==> src/rtl/hourly_histogram_top_k_assert.svh <==
// ----------------------------------------------------------------------------
// hourly_histogram_top_k_assert
// assertion macros for the histogram block
// ----------------------------------------------------------------------------
`ifndef HOURLY_HISTOGRAM_TOP_K_ASSERT_SVH
`define HOURLY_HISTOGRAM_TOP_K_ASSERT_SVH

// check a condition at every edge outside reset
`define HHTK_ASSERT_NOW(lbl, clk, rstn, cond) \
    lbl: assert property (@(posedge clk) disable iff (!rstn) (cond)) \
        else $error("hhtk assertion failed");

// check that a condition implies another at the next edge
`define HHTK_ASSERT_NEXT(lbl, clk, rstn, ante, cons) \
    lbl: assert property (@(posedge clk) disable iff (!rstn) (ante) |=> (cons)) \
        else $error("hhtk assertion failed");

`endif

==> src/rtl/hhtk_pkg.sv <==
// ----------------------------------------------------------------------------
// hhtk_pkg
// types and constants shared by the time histogram files
// ----------------------------------------------------------------------------
package hhtk_pkg;

    localparam int MAX_BUCKETS = 16384;
    localparam int ADDR_W      = $clog2(MAX_BUCKETS);
    localparam int NB_W        = ADDR_W + 1;
    localparam int MAX_RESULTS = 64;
    localparam int K_W         = 7;
    localparam int CFG_IDX_W   = 8;

    localparam logic [31:0]   RST_BASE_TIME      = 32'd1645491600;
    localparam logic [15:0]   RST_BUCKET_SECONDS = 16'd3600;
    localparam logic [14:0]   RST_BUCKET_COUNT   = 15'd9312;
    localparam logic [K_W-1:0] RST_TOP_K         = 7'd5;

    localparam logic [CFG_IDX_W-1:0] REG_BASE_TIME      = 8'd0;
    localparam logic [CFG_IDX_W-1:0] REG_BUCKET_SECONDS = 8'd1;
    localparam logic [CFG_IDX_W-1:0] REG_BUCKET_COUNT   = 8'd2;
    localparam logic [CFG_IDX_W-1:0] REG_TOP_K          = 8'd3;

    localparam logic MODE_COUNT  = 1'b0;
    localparam logic MODE_REPORT = 1'b1;

    typedef struct packed {
        logic        mode;
        logic [31:0] timestamp;
    } in_t;

    typedef struct packed {
        logic [31:0] bucket_start;
        logic [31:0] hits;
        logic        last;
    } out_t;

    typedef struct packed {
        logic              done;
        logic [ADDR_W-1:0] quotient;
    } div_stat_t;

endpackage

==> src/rtl/hhtk_div.sv <==
// ----------------------------------------------------------------------------
// hhtk_div
// restoring divider, one quotient bit per cycle, quotient known to fit ADDR_W
// ----------------------------------------------------------------------------
module hhtk_div import hhtk_pkg::*; (
    input  logic        aclk,
    input  logic        aresetn,
    input  logic        start,
    input  logic [31:0] dividend,
    input  logic [15:0] divisor,
    output div_stat_t   stat
);

    logic [15:0]       rem_reg;
    logic [31:0]       num_reg;
    logic [15:0]       den_reg;
    logic [ADDR_W-1:0] q_reg;
    logic [NB_W-1:0]   cnt_reg;
    logic              busy_reg;
    logic              done_reg;
    logic [16:0]       trial;

    assign trial = {rem_reg, num_reg[31]};

    always_ff @(posedge aclk) begin
        if (!aresetn) begin
            busy_reg <= 1'b0;
            done_reg <= 1'b0;
            cnt_reg  <= '0;
        end else begin
            done_reg <= 1'b0;
            if (start) begin
                busy_reg <= 1'b1;
                cnt_reg  <= '0;
                rem_reg  <= 16'(dividend[31:ADDR_W]);
                num_reg  <= {dividend[ADDR_W-1:0], {(32-ADDR_W){1'b0}}};
                den_reg  <= divisor;
            end else if (busy_reg) begin
                num_reg <= {num_reg[30:0], 1'b0};
                if (trial >= {1'b0, den_reg}) begin
                    rem_reg <= 16'(trial - {1'b0, den_reg});
                    q_reg   <= {q_reg[ADDR_W-2:0], 1'b1};
                end else begin
                    rem_reg <= trial[15:0];
                    q_reg   <= {q_reg[ADDR_W-2:0], 1'b0};
                end
                cnt_reg <= cnt_reg + 1'b1;
                if (cnt_reg == NB_W'(ADDR_W - 1)) begin
                    busy_reg <= 1'b0;
                    done_reg <= 1'b1;
                end
            end
        end
    end

    assign stat.done     = done_reg;
    assign stat.quotient = q_reg;

endmodule

==> config.mk <==
export PLATFORM = sky130hd
export DESIGN_NAME = hhtk_div
export DESIGN_NICKNAME = d
export VERILOG_FILES = /design/src/rtl/hourly_histogram_top_k_assert.svh /design/src/rtl/hhtk_pkg.sv /design/src/rtl/hhtk_div.sv
export SDC_FILE = /design/constraint.sdc
export NUM_CORES = 1
export LEC_CHECK = 0
export BUFFER_PORTS_ARGS = -buffer_cell sky130_fd_sc_hd__buf_4
export CORE_MARGIN = 2
export CORE_UTILIZATION = 51
export DETAILED_ROUTE_END_ITERATION = 10
export PLACE_DENSITY = 0.76
export SLEW_MARGIN = 20
export SYNTH_ARGS = -nofsm -noshare
export SYNTH_HDL_FRONTEND = slang
export SYNTH_SLANG_ARGS = --single-unit
==> constraint.sdc <==
create_clock -name aclk -period 2.8 [get_ports aclk]
set_input_delay 0.7 -clock aclk [delete_from_list [all_inputs] [get_ports aclk]]
set_output_delay 0.7 -clock aclk [all_outputs]
set_load 0.02 [all_outputs]
==> impl_metrics.env <==
export IMPL_status="finished clean"
export IMPL_diodes=0
export IMPL_dr_wl_met2_um=3950
export IMPL_cts_hold_buf=0
export IMPL_layout_nets=491
export IMPL_cts_root_buf="clkbuf_8"
export IMPL_report_final_slew_viol_count=0
export IMPL_timing_rr_start="rem_reg[0]"
export IMPL_die_area_um2=8480
export IMPL_grt_pass1_wl_um=12400
export IMPL_cp_start_kind="register"
export IMPL_post_route_period_util_pct=99.8
export IMPL_dieHeight_um=92.1
export IMPL_relSlewSlack_pct=53.0
export IMPL_synth_top_cell_area_share_pct=45.5
export IMPL_finalClockSkew_ps=8.61
export IMPL_hold_class="reg2reg"
export IMPL_grt_setup_unrepaired="true"
export IMPL_crit_start="rem_reg[0]"
export IMPL_critPathArrivalTime_ps=2900
export IMPL_min_from="q_reg[1]"
export IMPL_synth_ff_type="edfxtp_1"
export IMPL_path_class="reg2reg"
export IMPL_grt_total_usage_pct=18.7
export IMPL_mostFrequentLayoutCells="86 x buf_4, 60 x edfxtp_1, 21 x nand2_1, 21 x mux2_2, 19 x nor2_1"
export IMPL_ant_nets=0
export IMPL_cp_required_ps=2910
export IMPL_leakage_nw=2.00
export IMPL_ir_drop_v=0.000378
export IMPL_cts_buffers=9
export IMPL_ys_types=47
export IMPL_mostFrequentLayoutCell="buf_4"
export IMPL_die_w_um=92.1
export IMPL_syn_area_per_cell_um2=11.8
export IMPL_critical_path_buf_inv_count=1
export IMPL_wl_met3_um=358
export IMPL_fin_area_um2=5080
export IMPL_synth_area_um2=3960
export IMPL_slowest_stage="edfxtp_1"
export IMPL_clk_pin_slew_ps=80
export IMPL_post_dp_hpwl_um=5340
export IMPL_synth_edff_count=60
export IMPL_finalCoreUtilization_pct=66.8
export IMPL_place_area_um2=4620
export IMPL_async_flop_share_pct=0
export IMPL_drc=0
export IMPL_grt_max_degree=47
export IMPL_antenna_found_initial=0
export IMPL_period_needed_ps=2790
export IMPL_clockBufferDepth=2
export IMPL_wl_per_cell_um=15.3
export IMPL_p_per_area_nw_per_um2=611
export IMPL_cts_max_level=3
export IMPL_syn_to_final_growth_pct=28.4
export IMPL_yosys_register_bits=77
export IMPL_via_per_inst=5.45
export IMPL_cap_viol_max_count=0
export IMPL_hold_viol=0
export IMPL_tns_ps=0
export IMPL_gp_congestion=0.829
export IMPL_grt_overflow=0
export IMPL_crit_path_end_kind="register"
export IMPL_netlist_top_cell_by_area="edfxtp_1"
export IMPL_cts_tree="built"
export IMPL_clock_sinks=77
export IMPL_core_um2=7610
export IMPL_slowest_delay_ps=480
export IMPL_hold_path_cell_count=0
export IMPL_first_iter_violations=103
export IMPL_vias=2877
export IMPL_crit_fanout=3
export IMPL_routed_top_layer="met4"
export IMPL_synthCells=335
export IMPL_crit_chain="buf_4 > fa_2 > a21o_1 > a221oi_4 > nor2_2 > o41ai_4 > xnor2_1 > mux2_4 > mux2_2"
export IMPL_rr_worst_depth=9
export IMPL_drive_above_1_share_pct=35.7
export IMPL_cp_num_cells=9
export IMPL_synth_area_top_cells="edfxtp_1 46%, dfxtp_1 8.6%, mux2_2 7.1%"
export IMPL_start_util_pct=52.0
export IMPL_wl_met1_um=3590
export IMPL_clock_fmax_ghz=0.358
export IMPL_synth_nets=405
export IMPL_firstDrtPassIters=4
export IMPL_postRouteWirelength_um=8060
export IMPL_std_cell_rows=32
export IMPL_ys_seq_area_share_pct=54.1
export IMPL_port_buffers=63
export IMPL_tightest_slew_ps=705
export IMPL_critical_path_top_delay_family="compound AO/OA/AOI/OAI gates"
export IMPL_yosysWarnings=0
export IMPL_io_pins=66
export IMPL_setup_viol=0
export IMPL_insertion_delay_ps=360
export IMPL_grt_pass1_vias=2758
[metrics by stage]
stage | setup slack (ps) | hold slack (ps) | total power, mW | cells
finish | 5.58 | 453 | 3.10 | 528
global route | -91.5 | 465 | 3.24 | 528
CTS | 0.305 | 456 | 3.05 | 523
detailed placement | -82.3 | 444 | 1.99 | 504
global placement | -67.8 | 436 | 1.97 | 504
floorplan | 39.3 | 458 | 1.80 | 335
[worst paths after layout]
check                 to  slack, ps
max reg2reg  rem_reg[12]          6
max          rem_reg[12]          6
min reg2reg     q_reg[2]        450
min             q_reg[2]        450
[per-layer routing]
layer / global-route usage (%) / vias to the layer above
met5: 0 / -
met4: 7.46 / 0
met3: 4.52 / 15
met2: 31.3 / 72
met1: 23.5 / 1384
li1: - / 1406
[cells in the mapped netlist, types with 3 or more instances]
cell type and instances:
nor2_1 21, a221o_1 4, xor2_1 12, a21oi_1 21
mux2_2 25, nand2b_1 5, clkbuf_1 7, dfxtp_1 17
mux2i_1 4, a211oi_1 3, a21o_1 4, nor3_1 3
mux2_1 3, o21ai_0 11, xnor2_1 9, or3_1 6
nor4_1 3, and2_1 3, ha_1 18, nor3b_1 4
and3_1 5, nand4_1 8, o21a_1 6, nand2_1 21
o211ai_1 3, inv_1 20, o21ai_1 5, edfxtp_1 60
[repair_timing]
action	in CTS	in global routing
cloned	0	0
setup buffers	3	5
gates resized for setup	4	24
pin swaps	4	13
endpoints found under the setup margin	4	11
[logic make-up (layout without fill, tap and decap cells)]
family	after synthesis	after routing	synth area share, %
AO/OA/AOI/OAI	66	66	11.3
XOR/XNOR	21	21	4.65
adder cells (fa/ha/maj)	19	19	6.20
buffers and inverters	32	123	3.26
flip-flops	77	77	54.1
multiplexers	32	32	8.98
AND/OR/NAND/NOR	88	88	11.4
[final cells by class]
cell class,instances,area (um^2)
clock buffer,11,141
clock inverter,5,106
fill,593,2530
inverter,20,75.1
multi-input combinational,226,1830
sequential,77,2140
tap,102,128
timing repair buffer,87,657
[power by group]
group          switching, mW  internal, mW
Combinational          0.342         0.378
Clock                  0.419         0.620
Sequential            0.0314          1.31
No activity file was read; power rests on OpenSTA's default activity.
